[src/rtl/core/xrp_pkg.sv]
// ----------------------------------------------------------------------------
// xrp_pkg
// Types and constants shared by the xorshift/rotate generator and its seeder.
// ----------------------------------------------------------------------------
package xrp_pkg;

  localparam logic FUNC_RESEED = 1'b0;
  localparam logic FUNC_GEN    = 1'b1;

  localparam logic [63:0] MIX_GAMMA = 64'h9E3779B97F4A7C15;
  localparam logic [63:0] MIX_MUL1  = 64'hBF58476D1CE4E5B9;
  localparam logic [63:0] MIX_MUL2  = 64'h94D049BB133111EB;

  localparam int unsigned OUT_ROT   = 7;
  localparam int unsigned STATE_SHL = 9;
  localparam int unsigned STATE_ROT = 11;

  typedef struct packed {
    logic        func;
    logic [63:0] seed;
  } req_t;

  typedef struct packed {
    logic [31:0] word;
    logic        was_reseed;
  } rsp_t;

  typedef struct packed {
    logic start;
    logic ack;
  } seed_ctrl_t;

  typedef struct packed {
    logic busy;
    logic done;
  } seed_status_t;

  typedef enum logic [2:0] {
    SEED_IDLE,
    SEED_GAMMA,
    SEED_MUL_LL,
    SEED_MUL_HL,
    SEED_MUL_LH,
    SEED_POST,
    SEED_DONE
  } seed_state_t;

endpackage

[src/rtl/core/xorshift_rotate_prng_with_seeding_unit.sv]
// ----------------------------------------------------------------------------
// xorshift_rotate_prng_with_seeding_unit
// 128-bit xorshift/rotate random word generator with splitmix64 reseeding.
// ----------------------------------------------------------------------------
// Usage:
//   req channel carries a transaction with func and seed. func generate
//   returns rotl(w0 + w3, 7) and advances the state; func reseed loads the
//   four state words from two splitmix64 steps on seed (all-zero -> w0 = 1).
//   Every transaction yields exactly one rsp transaction; a reseed returns
//   word 0 with was_reseed set.
// Timing / throughput:
//   Generate: rsp valid the cycle after acceptance, one per cycle while the
//   receiver keeps up and no reseed is in progress.
//   Reseed: rsp valid once both splitmix64 steps finish on the single shared
//   32x32 multiplier, which forms three partial products per 64-bit multiply,
//   four multiplies in all. req_stall stays high until then.
// Reset: state words become {1, 0, 0, 0}, no rsp pending.
// Receiver stall: rsp holds; req_stall rises while a result is stuck, so
// nothing is accepted until the output register can take the next one.
// ----------------------------------------------------------------------------
module xorshift_rotate_prng_with_seeding_unit (
  input  logic          clk,
  input  logic          rst,
  input  logic          req_valid,
  output logic          req_stall,
  input  xrp_pkg::req_t req,
  output logic          rsp_valid,
  input  logic          rsp_stall,
  output xrp_pkg::rsp_t rsp
);

  logic [31:0] gen_words [4];
  logic [31:0] gen_words_next [4];
  logic        rsp_valid_next;
  xrp_pkg::rsp_t rsp_next;

  xrp_pkg::seed_ctrl_t   seed_ctrl;
  xrp_pkg::seed_status_t seed_status;
  logic [127:0]          seed_words;

  logic        accept;
  logic        out_free;
  logic [31:0] sum;
  logic [31:0] gen_out;
  logic [31:0] t2, t3, n0, n1, n2, n3;

  xrp_seed u_seed (
    .clk    (clk),
    .rst    (rst),
    .ctrl   (seed_ctrl),
    .seed   (req.seed),
    .status (seed_status),
    .words  (seed_words)
  );

  assign out_free  = !rsp_valid || !rsp_stall;
  assign req_stall = seed_status.busy || !out_free;
  assign accept    = req_valid && !req_stall;

  assign seed_ctrl.start = accept && (req.func == xrp_pkg::FUNC_RESEED);
  assign seed_ctrl.ack   = seed_status.done && out_free;

  assign sum     = gen_words[0] + gen_words[3];
  assign gen_out = {sum[31-xrp_pkg::OUT_ROT:0], sum[31:32-xrp_pkg::OUT_ROT]};
  assign t2      = gen_words[2] ^ gen_words[0];
  assign t3      = gen_words[3] ^ gen_words[1];
  assign n1      = gen_words[1] ^ t2;
  assign n0      = gen_words[0] ^ t3;
  assign n2      = t2 ^ (gen_words[1] << xrp_pkg::STATE_SHL);
  assign n3      = {t3[31-xrp_pkg::STATE_ROT:0], t3[31:32-xrp_pkg::STATE_ROT]};

  always_comb begin
    gen_words_next = gen_words;
    rsp_next       = rsp;
    rsp_valid_next = rsp_valid && rsp_stall;
    if (accept && (req.func == xrp_pkg::FUNC_GEN)) begin
      gen_words_next[0] = n0;
      gen_words_next[1] = n1;
      gen_words_next[2] = n2;
      gen_words_next[3] = n3;
      rsp_next.word       = gen_out;
      rsp_next.was_reseed = 1'b0;
      rsp_valid_next      = 1'b1;
    end else if (seed_ctrl.ack) begin
      gen_words_next[0] = seed_words[31:0];
      gen_words_next[1] = seed_words[63:32];
      gen_words_next[2] = seed_words[95:64];
      gen_words_next[3] = seed_words[127:96];
      if (seed_words == '0) begin
        gen_words_next[0] = 32'd1;
      end
      rsp_next.word       = '0;
      rsp_next.was_reseed = 1'b1;
      rsp_valid_next      = 1'b1;
    end
  end

  always_ff @(posedge clk) begin
    if (rst) begin
      rsp_valid    <= 1'b0;
      gen_words[0] <= 32'd1;
      gen_words[1] <= '0;
      gen_words[2] <= '0;
      gen_words[3] <= '0;
    end else begin
      rsp_valid <= rsp_valid_next;
      gen_words <= gen_words_next;
    end
  end

  always_ff @(posedge clk) begin
    rsp <= rsp_next;
  end

endmodule

[src/rtl/core/xrp_seed.sv]
// ----------------------------------------------------------------------------
// xrp_seed
// Two splitmix64 steps on one shared 32x32 multiplier; each 64-bit product
// is built from three partial products.
// ----------------------------------------------------------------------------
module xrp_seed (
  input  logic                  clk,
  input  logic                  rst,
  input  xrp_pkg::seed_ctrl_t   ctrl,
  input  logic [63:0]           seed,
  output xrp_pkg::seed_status_t status,
  output logic [127:0]          words
);

  xrp_pkg::seed_state_t state, state_next;

  logic [63:0] acc, acc_next;
  logic [63:0] v, v_next;
  logic [63:0] prod, prod_next;
  logic [63:0] res_a, res_a_next;
  logic [63:0] res_b, res_b_next;
  logic        mul_sel, mul_sel_next;
  logic        step, step_next;

  logic [63:0] mul_c;
  logic [31:0] mul_a, mul_b;
  logic [63:0] mul_p;
  logic [63:0] acc_sum;
  logic [63:0] mix_out;

  assign mul_c   = mul_sel ? xrp_pkg::MIX_MUL2 : xrp_pkg::MIX_MUL1;
  assign mul_a   = (state == xrp_pkg::SEED_MUL_HL) ? v[63:32] : v[31:0];
  assign mul_b   = (state == xrp_pkg::SEED_MUL_LH) ? mul_c[63:32] : mul_c[31:0];
  assign mul_p   = 64'(mul_a) * 64'(mul_b);
  assign acc_sum = acc + xrp_pkg::MIX_GAMMA;
  assign mix_out = prod ^ (prod >> 31);

  always_ff @(posedge clk) begin
    if (rst) begin
      state <= xrp_pkg::SEED_IDLE;
    end else begin
      state <= state_next;
    end
  end

  always_ff @(posedge clk) begin
    acc     <= acc_next;
    v       <= v_next;
    prod    <= prod_next;
    res_a   <= res_a_next;
    res_b   <= res_b_next;
    mul_sel <= mul_sel_next;
    step    <= step_next;
  end

  always_comb begin
    state_next   = state;
    acc_next     = acc;
    v_next       = v;
    prod_next    = prod;
    res_a_next   = res_a;
    res_b_next   = res_b;
    mul_sel_next = mul_sel;
    step_next    = step;
    status.busy  = (state != xrp_pkg::SEED_IDLE);
    status.done  = 1'b0;
    unique case (state)
      xrp_pkg::SEED_IDLE: begin
        if (ctrl.start) begin
          acc_next   = seed;
          step_next  = 1'b0;
          state_next = xrp_pkg::SEED_GAMMA;
        end
      end
      xrp_pkg::SEED_GAMMA: begin
        acc_next     = acc_sum;
        v_next       = acc_sum ^ (acc_sum >> 30);
        mul_sel_next = 1'b0;
        state_next   = xrp_pkg::SEED_MUL_LL;
      end
      xrp_pkg::SEED_MUL_LL: begin
        prod_next  = mul_p;
        state_next = xrp_pkg::SEED_MUL_HL;
      end
      xrp_pkg::SEED_MUL_HL: begin
        prod_next[63:32] = prod[63:32] + mul_p[31:0];
        state_next       = xrp_pkg::SEED_MUL_LH;
      end
      xrp_pkg::SEED_MUL_LH: begin
        prod_next[63:32] = prod[63:32] + mul_p[31:0];
        state_next       = xrp_pkg::SEED_POST;
      end
      xrp_pkg::SEED_POST: begin
        if (!mul_sel) begin
          v_next       = prod ^ (prod >> 27);
          mul_sel_next = 1'b1;
          state_next   = xrp_pkg::SEED_MUL_LL;
        end else if (!step) begin
          res_a_next = mix_out;
          step_next  = 1'b1;
          state_next = xrp_pkg::SEED_GAMMA;
        end else begin
          res_b_next = mix_out;
          state_next = xrp_pkg::SEED_DONE;
        end
      end
      xrp_pkg::SEED_DONE: begin
        status.done = 1'b1;
        if (ctrl.ack) begin
          state_next = xrp_pkg::SEED_IDLE;
        end
      end
      default: begin
        state_next = xrp_pkg::SEED_IDLE;
      end
    endcase
  end

  assign words = {res_b, res_a};

endmodule

[config.mk]
export PLATFORM = sky130hd
export DESIGN_NAME = xorshift_rotate_prng_with_seeding_unit
export DESIGN_NICKNAME = d
export VERILOG_FILES = /design/src/rtl/core/xrp_pkg.sv /design/src/rtl/core/xorshift_rotate_prng_with_seeding_unit.sv /design/src/rtl/core/xrp_seed.sv
export SDC_FILE = /design/constraint.sdc
export NUM_CORES = 2
export LEC_CHECK = 0
export ABC_CLOCK_PERIOD_IN_PS = 15250
export BUFFER_PORTS_ARGS = -buffer_cell sky130_fd_sc_hd__clkbuf_2
export CAP_MARGIN = 20
export CORE_UTILIZATION = 50
export CTS_CLUSTER_DIAMETER = 30
export CTS_CLUSTER_SIZE = 28
export DETAILED_ROUTE_END_ITERATION = 12
export GPL_TIMING_DRIVEN = 0
export PLACE_DENSITY = 0.66
export SLEW_MARGIN = 40
export SYNTH_ARGS = -nofsm -noshare
export SYNTH_HDL_FRONTEND = slang
export SYNTH_SLANG_ARGS = --single-unit
export TNS_END_PERCENT = 1
[constraint.sdc]
create_clock -name clk -period 15.25 [get_ports clk]
set_input_delay 1.525 -clock clk [delete_from_list [all_inputs] [get_ports clk]]
set_output_delay 1.525 -clock clk [all_outputs]
set_load 0.05 [all_outputs]
### Word level (Yosys, flattened, before mapping)

Cells that the tools add are included.

| operators by class | value |
|---|---|
| add/sub/neg operators | 3 |
| equal/unequal tests | 10 |
| bitwise logic cells | 10 |
| reductions and logical operators | 26 |
| multiplexer cells | 25 |
| multipliers | 1 |

Operators with widths:

| operator | number |
|---|---|
| $mux W128 | 2 |
| $pmux W64 S2 | 2 |
| $xor A32 B32 Y32 | 5 |
| $logic_not A128 Y1 | 1 |
| $mux W64 | 2 |
| $mux W32 | 3 |
| $mux W33 | 2 |
| $add A32 B32 Y32 | 2 |
| $add A64 B64 Y64 const B | 1 |
| $mul A32 B32 Y64 | 1 |
| $pmux W32 S2 | 1 |
| $xor A64 B33 Y64 | 1 |
| $xor A64 B34 Y64 | 1 |
| $xor A64 B37 Y64 | 1 |
| $mux W62 | 1 |
| $pmux W3 S7 | 1 |
| $mux W3 | 4 |
| $reduce_bool A2 Y1 | 5 |
| $eq A3 B3 Y1 const B | 3 |
| $reduce_and A3 Y1 | 3 |
| $eq A3 B2 Y1 const B | 2 |
| $ne A2 B2 Y1 const B | 3 |
| $reduce_and A2 Y1 | 3 |
| $logic_and A1 B1 Y1 | 5 |
| 10 further kinds | 20 |

| storage, ports and cells | value |
|---|---|
| logic and storage cells | 91 |
| output and inout port bits | 35 |
| register bits after elaboration | 487 |
| input port bits | 69 |

### Logic depth before layout (Yosys ltp)

| logic depth | value |
|---|---|
| word-level depth | 9 |
| depth in mapped cells | 46 |
| gate-level depth less buffers | 40 |

### Modules after synthesis

A second synthesis with hierarchy kept.

| second synthesis, totals | value |
|---|---|
| cell total of the unflattened synthesis | 5649 |
| area total of the unflattened synthesis | 55301.8 µm² |

By module, submodules not included:

| module | instances | area each (µm²) | sequential area each (µm²) | cells each |
|---|---|---|---|---|
| xrp_seed | 1 | 45676.3 | 9729.3 | 4446 |
| xorshift_rotate_prng_with_seeding_unit | 1 | 9625.5 | 3563.4 | 1203 |

### Worst setup path before layout

No wires, ideal clock.

| timing path | value |
|---|---|
| path type | register to register |
| start | register u_seed.state[1] |
| end | register u_seed.prod[61] (data pin) |
| required time | 14.991 ns |
| stages on the path, launching flop included | 41 |
| arrival | 9.903 ns |
| library setup time | 0.259 ns |
| slack | 5.088 ns |
| clock period less this slack | 10.162 ns |
| buffers on the path | 7 |
| path through | dfxtp_1 -> buf_2 -> nand3b_1 -> buf_2 -> buf_1 -> clkbuf_1 -> mux2i_1 -> clkbuf_1 -> inv_1 -> nand2_1 -> fa_1 -> inv_1 -> fa_1 -> inv_1 -> fa_1 -> fa_1 -> inv_1 -> fa_1 -> (+5 left out) -> ha_1 -> clkbuf_1 -> nand4_1 -> or4_1 -> a211oi_1 -> or3_1 -> xor2_1 -> ha_1 -> clkbuf_1 -> a21o_1 -> a21o_1 -> a21oi_1 -> nor2b_1 -> o21ai_0 -> o211ai_1 -> o22ai_1 -> xnor2_1 -> a211o_1 |

| on the way | value |
|---|---|
| cells in the longest elaborated chain, start to end | 5 |
| elaborated cells between the ends (all ways) | 9 |
| those cells by class | 1 x add/sub; 1 x mul; 3 x eq/ne; 3 x mux; 1 x reduce/logical |

Ends and longest elaborated chain:

| what | RTL line | RTL |
|---|---|---|
| from (decl) | xrp_seed.sv:15 | `xrp_pkg::seed_state_t state, state_next;` |
| from (signal assigned) | xrp_seed.sv:40 | `state <= xrp_pkg::SEED_IDLE;` |
| from (signal assigned) | xrp_seed.sv:42 | `state <= state_next;` |
| $eq A3 B2 Y1 or $eq A3 B3 Y1 (tied branches) | xrp_seed.sv:32, xrp_seed.sv:33 |  |
| $mux W32, on equally long branches | xrp_seed.sv:32, xrp_seed.sv:33 |  |
| $mul A32 B32 Y64 (*) | xrp_seed.sv:34 | `assign mul_p = 64'(mul_a) * 64'(mul_b);` |
| net u_seed.mul_p[22] | xrp_seed.sv:27 | `logic [63:0] mul_p;` |
| $add A32 B32 Y32 (*) | xrp_seed.sv:86, xrp_seed.sv:90 |  |
| $pmux W32 S2 (*) | xrp_seed.sv:67 | `unique case (state)` |
| net u_seed.prod_next[61] | xrp_seed.sv:19 | `logic [63:0] prod, prod_next;` |
| to (signal assigned) | xrp_seed.sv:49 | `prod <= prod_next;` |
| to (decl) | xrp_seed.sv:19 |  |

Mark *: on every way through the listed nets, which the timed path passes. The rest lies on a longest branch.
A chain may end at the register's enable or synchronous reset.

### Worst setup path after layout

| timing path | value |
|---|---|
| start | register u_seed.state[2] |
| end | register u_seed.prod[62] (data pin) |

The elaborated chain is that of the path after synthesis.

==> results.md <==
- Drt first pass iters: 6
- RSZ-0062 raised after global routing: false
- Max Cap Viol: 0
- RD Place Congestion: 1.031
- Min Clock Period, post-route: 13.62 ns
- PostCTS Resize Cnt: 0
- Drt initial violations: 5542
- Core area: 108700 um^2
- Critical path's slowest cell: clkbuf_1
- Clock Tree Buf Depth: 3
- Tot GR Track Use: 0.3853
- Hold Slack: 0.4482 ns
- CP max FO: 13
- Syn Nets: 6871
- CTS root buf: clkbuf_16
- Most frequent cells in the layout: inv_1 (970), fa_1 (822), nor2_1 (431)
- # H-tree levels: 3
- Via count: 43570
- FF-to-FF End: u_seed.prod[62]
- Setup TNS: 0 ns
- Post-CTS Setup Inserts: 0
- Initial Utilization: 0.5042
- Crit path largest cell delay: 0.74 ns
- Min-delay worst type: reg2reg
- Total grt overflow: 0
- Max Clock Freq: 73.42 MHz
- Die Ht: 333.1 um
- Dominant synthesized flop cell: edfxtp_1
- Post-synth cell types: 81
- Worst-Margin Slew: 0.9557 ns
- WP data arrival: 13.97 ns
- R2R depth: 37
- Cells after synthesis: 5579
- Vias in the first global route: 42960
- Detailed Place HPWL: 176100 um
- Most used cell along the critical path: fa_1
- #FFs+latches synth: 487
- Period utilization: 0.8931
- Yosys warns: 0
- DRT Wirelength: 211300 um
- Asr flop ratio synth: 0
- Post-Syn Area: 54810 um^2
- CP top delay family: adder cells
- Post-synth EDFFs: 354
- Critical path depth: 37
- Total die area: 111000 um^2
- Mean instance size in the synthesized netlist: 9.825 um^2
- Post-route DRC: 0
- CTS hold repair buffers: 0
- Die W: 333.1 um
- Final setup fails: 0
- First-pass GRT wire length: 305000 um
- Initial antenna violation count: 5
- Met2 Track Usage GR: 0.5225
- Setup crit end kind: flip-flop
- End of the critical path: u_seed.prod[62]
- CTS tree: built
- Most common cell after layout, fill and taps aside: inv_1
- Slew Viols, Final: 0
- WP buf/inv: 11
- Final layout net count: 7079
- Final Util: 0.5575
- RR Startpoint: u_seed.state[2]
- Routed vias/inst: 5.992
- Skew final: 0.03826 ns
- Outcome: complete, no violations
- Worst Setup Path Type: reg2reg
- Row count: 121
- Count of final hold-check violations: 0
- Critical path launch point: u_seed.state[2]
- IO Pins: 104
- IO Port Bufs: 102
- Global route hottest layer: met1
- Slew HR: 0.3502
- Met3 usage: 0.09483
- Layout cells sized above 1: 0.07242
- Met1 Use GR: 0.5833
- Hold depth: 2
- Inserted Clock Buffers: 83
- Num Clock Sinks: 487
- Mean routed wirelength per cell: 29.06 um
- CP required: 15.60 ns
- CP Launch Type: flip-flop
- Largest net degree at the start of global routing: 42
- R2R Setup Slk: 1.63 ns
- Area delta synth->final: 10.56%
- Worst skew pair latency: 0.64 ns
- Final ANT Viol Nets: 0
- Sequential share of the synthesized area: 0.2425
- Worst-path clk slew: 0.06 ns
sequential cells by signal, indices dropped and copies added (netlist names):
signal          count
u_seed.step         1
rsp_valid           1
gen_words         128
u_seed.prod        64
u_seed.v           64
u_seed.res_b       64
rsp                33
u_seed.res_a       64
u_seed.state        3
u_seed.acc         64
u_seed.mul_sel      1
worst min-delay path by stage:
stage	startpoint	end	slack (ns)
6_report	rsp[0]	rsp[0]	0.45
3_5_place_dp	rsp[0]	rsp[0]	0.44
2_1_floorplan	gen_words[10]	gen_words[10]	0.48
4_1_cts	rsp[0]	rsp[0]	0.45
3_3_place_gp	rsp[0]	rsp[0]	0.43
5_1_grt	rsp[0]	rsp[0]	0.48
cell usage after synthesis, types with 6 or more instances:
master / instances / share of area
nor4_1: 37 / 0.0042
a221oi_1: 17 / 0.0027
and3_1: 23 / 0.0026
nand3b_1: 8 / 0.0011
ha_1: 401 / 0.092
or3_1: 13 / 0.0015
edfxtp_1: 354 / 0.19
xor2_1: 182 / 0.029
o21bai_1: 26 / 0.0036
a311o_1: 32 / 0.0058
nand2_1: 408 / 0.028
a31oi_1: 46 / 0.0053
nor3b_1: 15 / 0.0021
a21boi_0: 6 / 0.00082
nor2_1: 433 / 0.030
a211oi_1: 19 / 0.0026
o211ai_1: 31 / 0.0042
o21ai_0: 222 / 0.020
fa_1: 822 / 0.30
nand4_1: 38 / 0.0043
or2_2: 53 / 0.0060
xnor2_1: 192 / 0.031
buf_1: 16 / 0.0011
mux2_2: 8 / 0.0016
dfxtp_1: 133 / 0.049
inv_1: 970 / 0.066
o31ai_1: 10 / 0.0014
clkbuf_1: 206 / 0.014
and2_1: 81 / 0.0092
nor3_1: 74 / 0.0068
mux2i_1: 31 / 0.0057
nor2b_1: 70 / 0.0080
a21oi_1: 322 / 0.029
nand2b_1: 54 / 0.0062
nand3_1: 39 / 0.0036
o21a_1: 12 / 0.0016
a21o_1: 86 / 0.012
routing by layer:
metal | part of all wire | up-vias
li1 | - | 18520
met5 | 0.000043 | -
met3 | 0.12 | 434
met4 | 0.049 | 2
met1 | 0.43 | 21930
met2 | 0.40 | 2683
logic make-up (layout without fill, tap and decap cells):
logic type      after synthesis  count (layout)  synth area share
flops                       487             487            0.2425
compound gates              894             894            0.1004
mux                          40              40          0.007579
other cells                   0               3                 0
buf+inv                    1203            1479           0.08250
fa+ha+maj                  1224            1224            0.3919
simple gates               1356            1356            0.1149
xor+xnor                    375             375           0.06017
tightest hold or removal path: cells and delay by family (launching register included):
family	cells	cell delay [ns]
and+or+nand+nor	2	0.09
DFF	1	0.31
layout make-up:
cell class,count,area [um^2]
fillers,9781,48100
multi-input cells,3889,37300
flip-flops and latches,487,13290
inverters,976,3665
clock buffers,100,2243
well taps,1414,1769
plain buffers,227,904.6
repair buffers,123,828.3
clock inverters,53,593.1
diodes,3,7.507
stage by stage:
step / cells / instance area [um^2] / setup WS [ns]
global placement: 7095 / 57090 / 0.9910
global route: 7269 / 60590 / 1.313
floorplan: 5579 / 54810 / 5.088
finish: 7272 / 60600 / 1.631
detailed placement: 7116 / 57740 / 2.110
CTS: 7269 / 60570 / 2.008
Power is left out: the tool's default activity adds up to more than one toggle a clock period on the data nets, which glitch-free logic cannot reach.
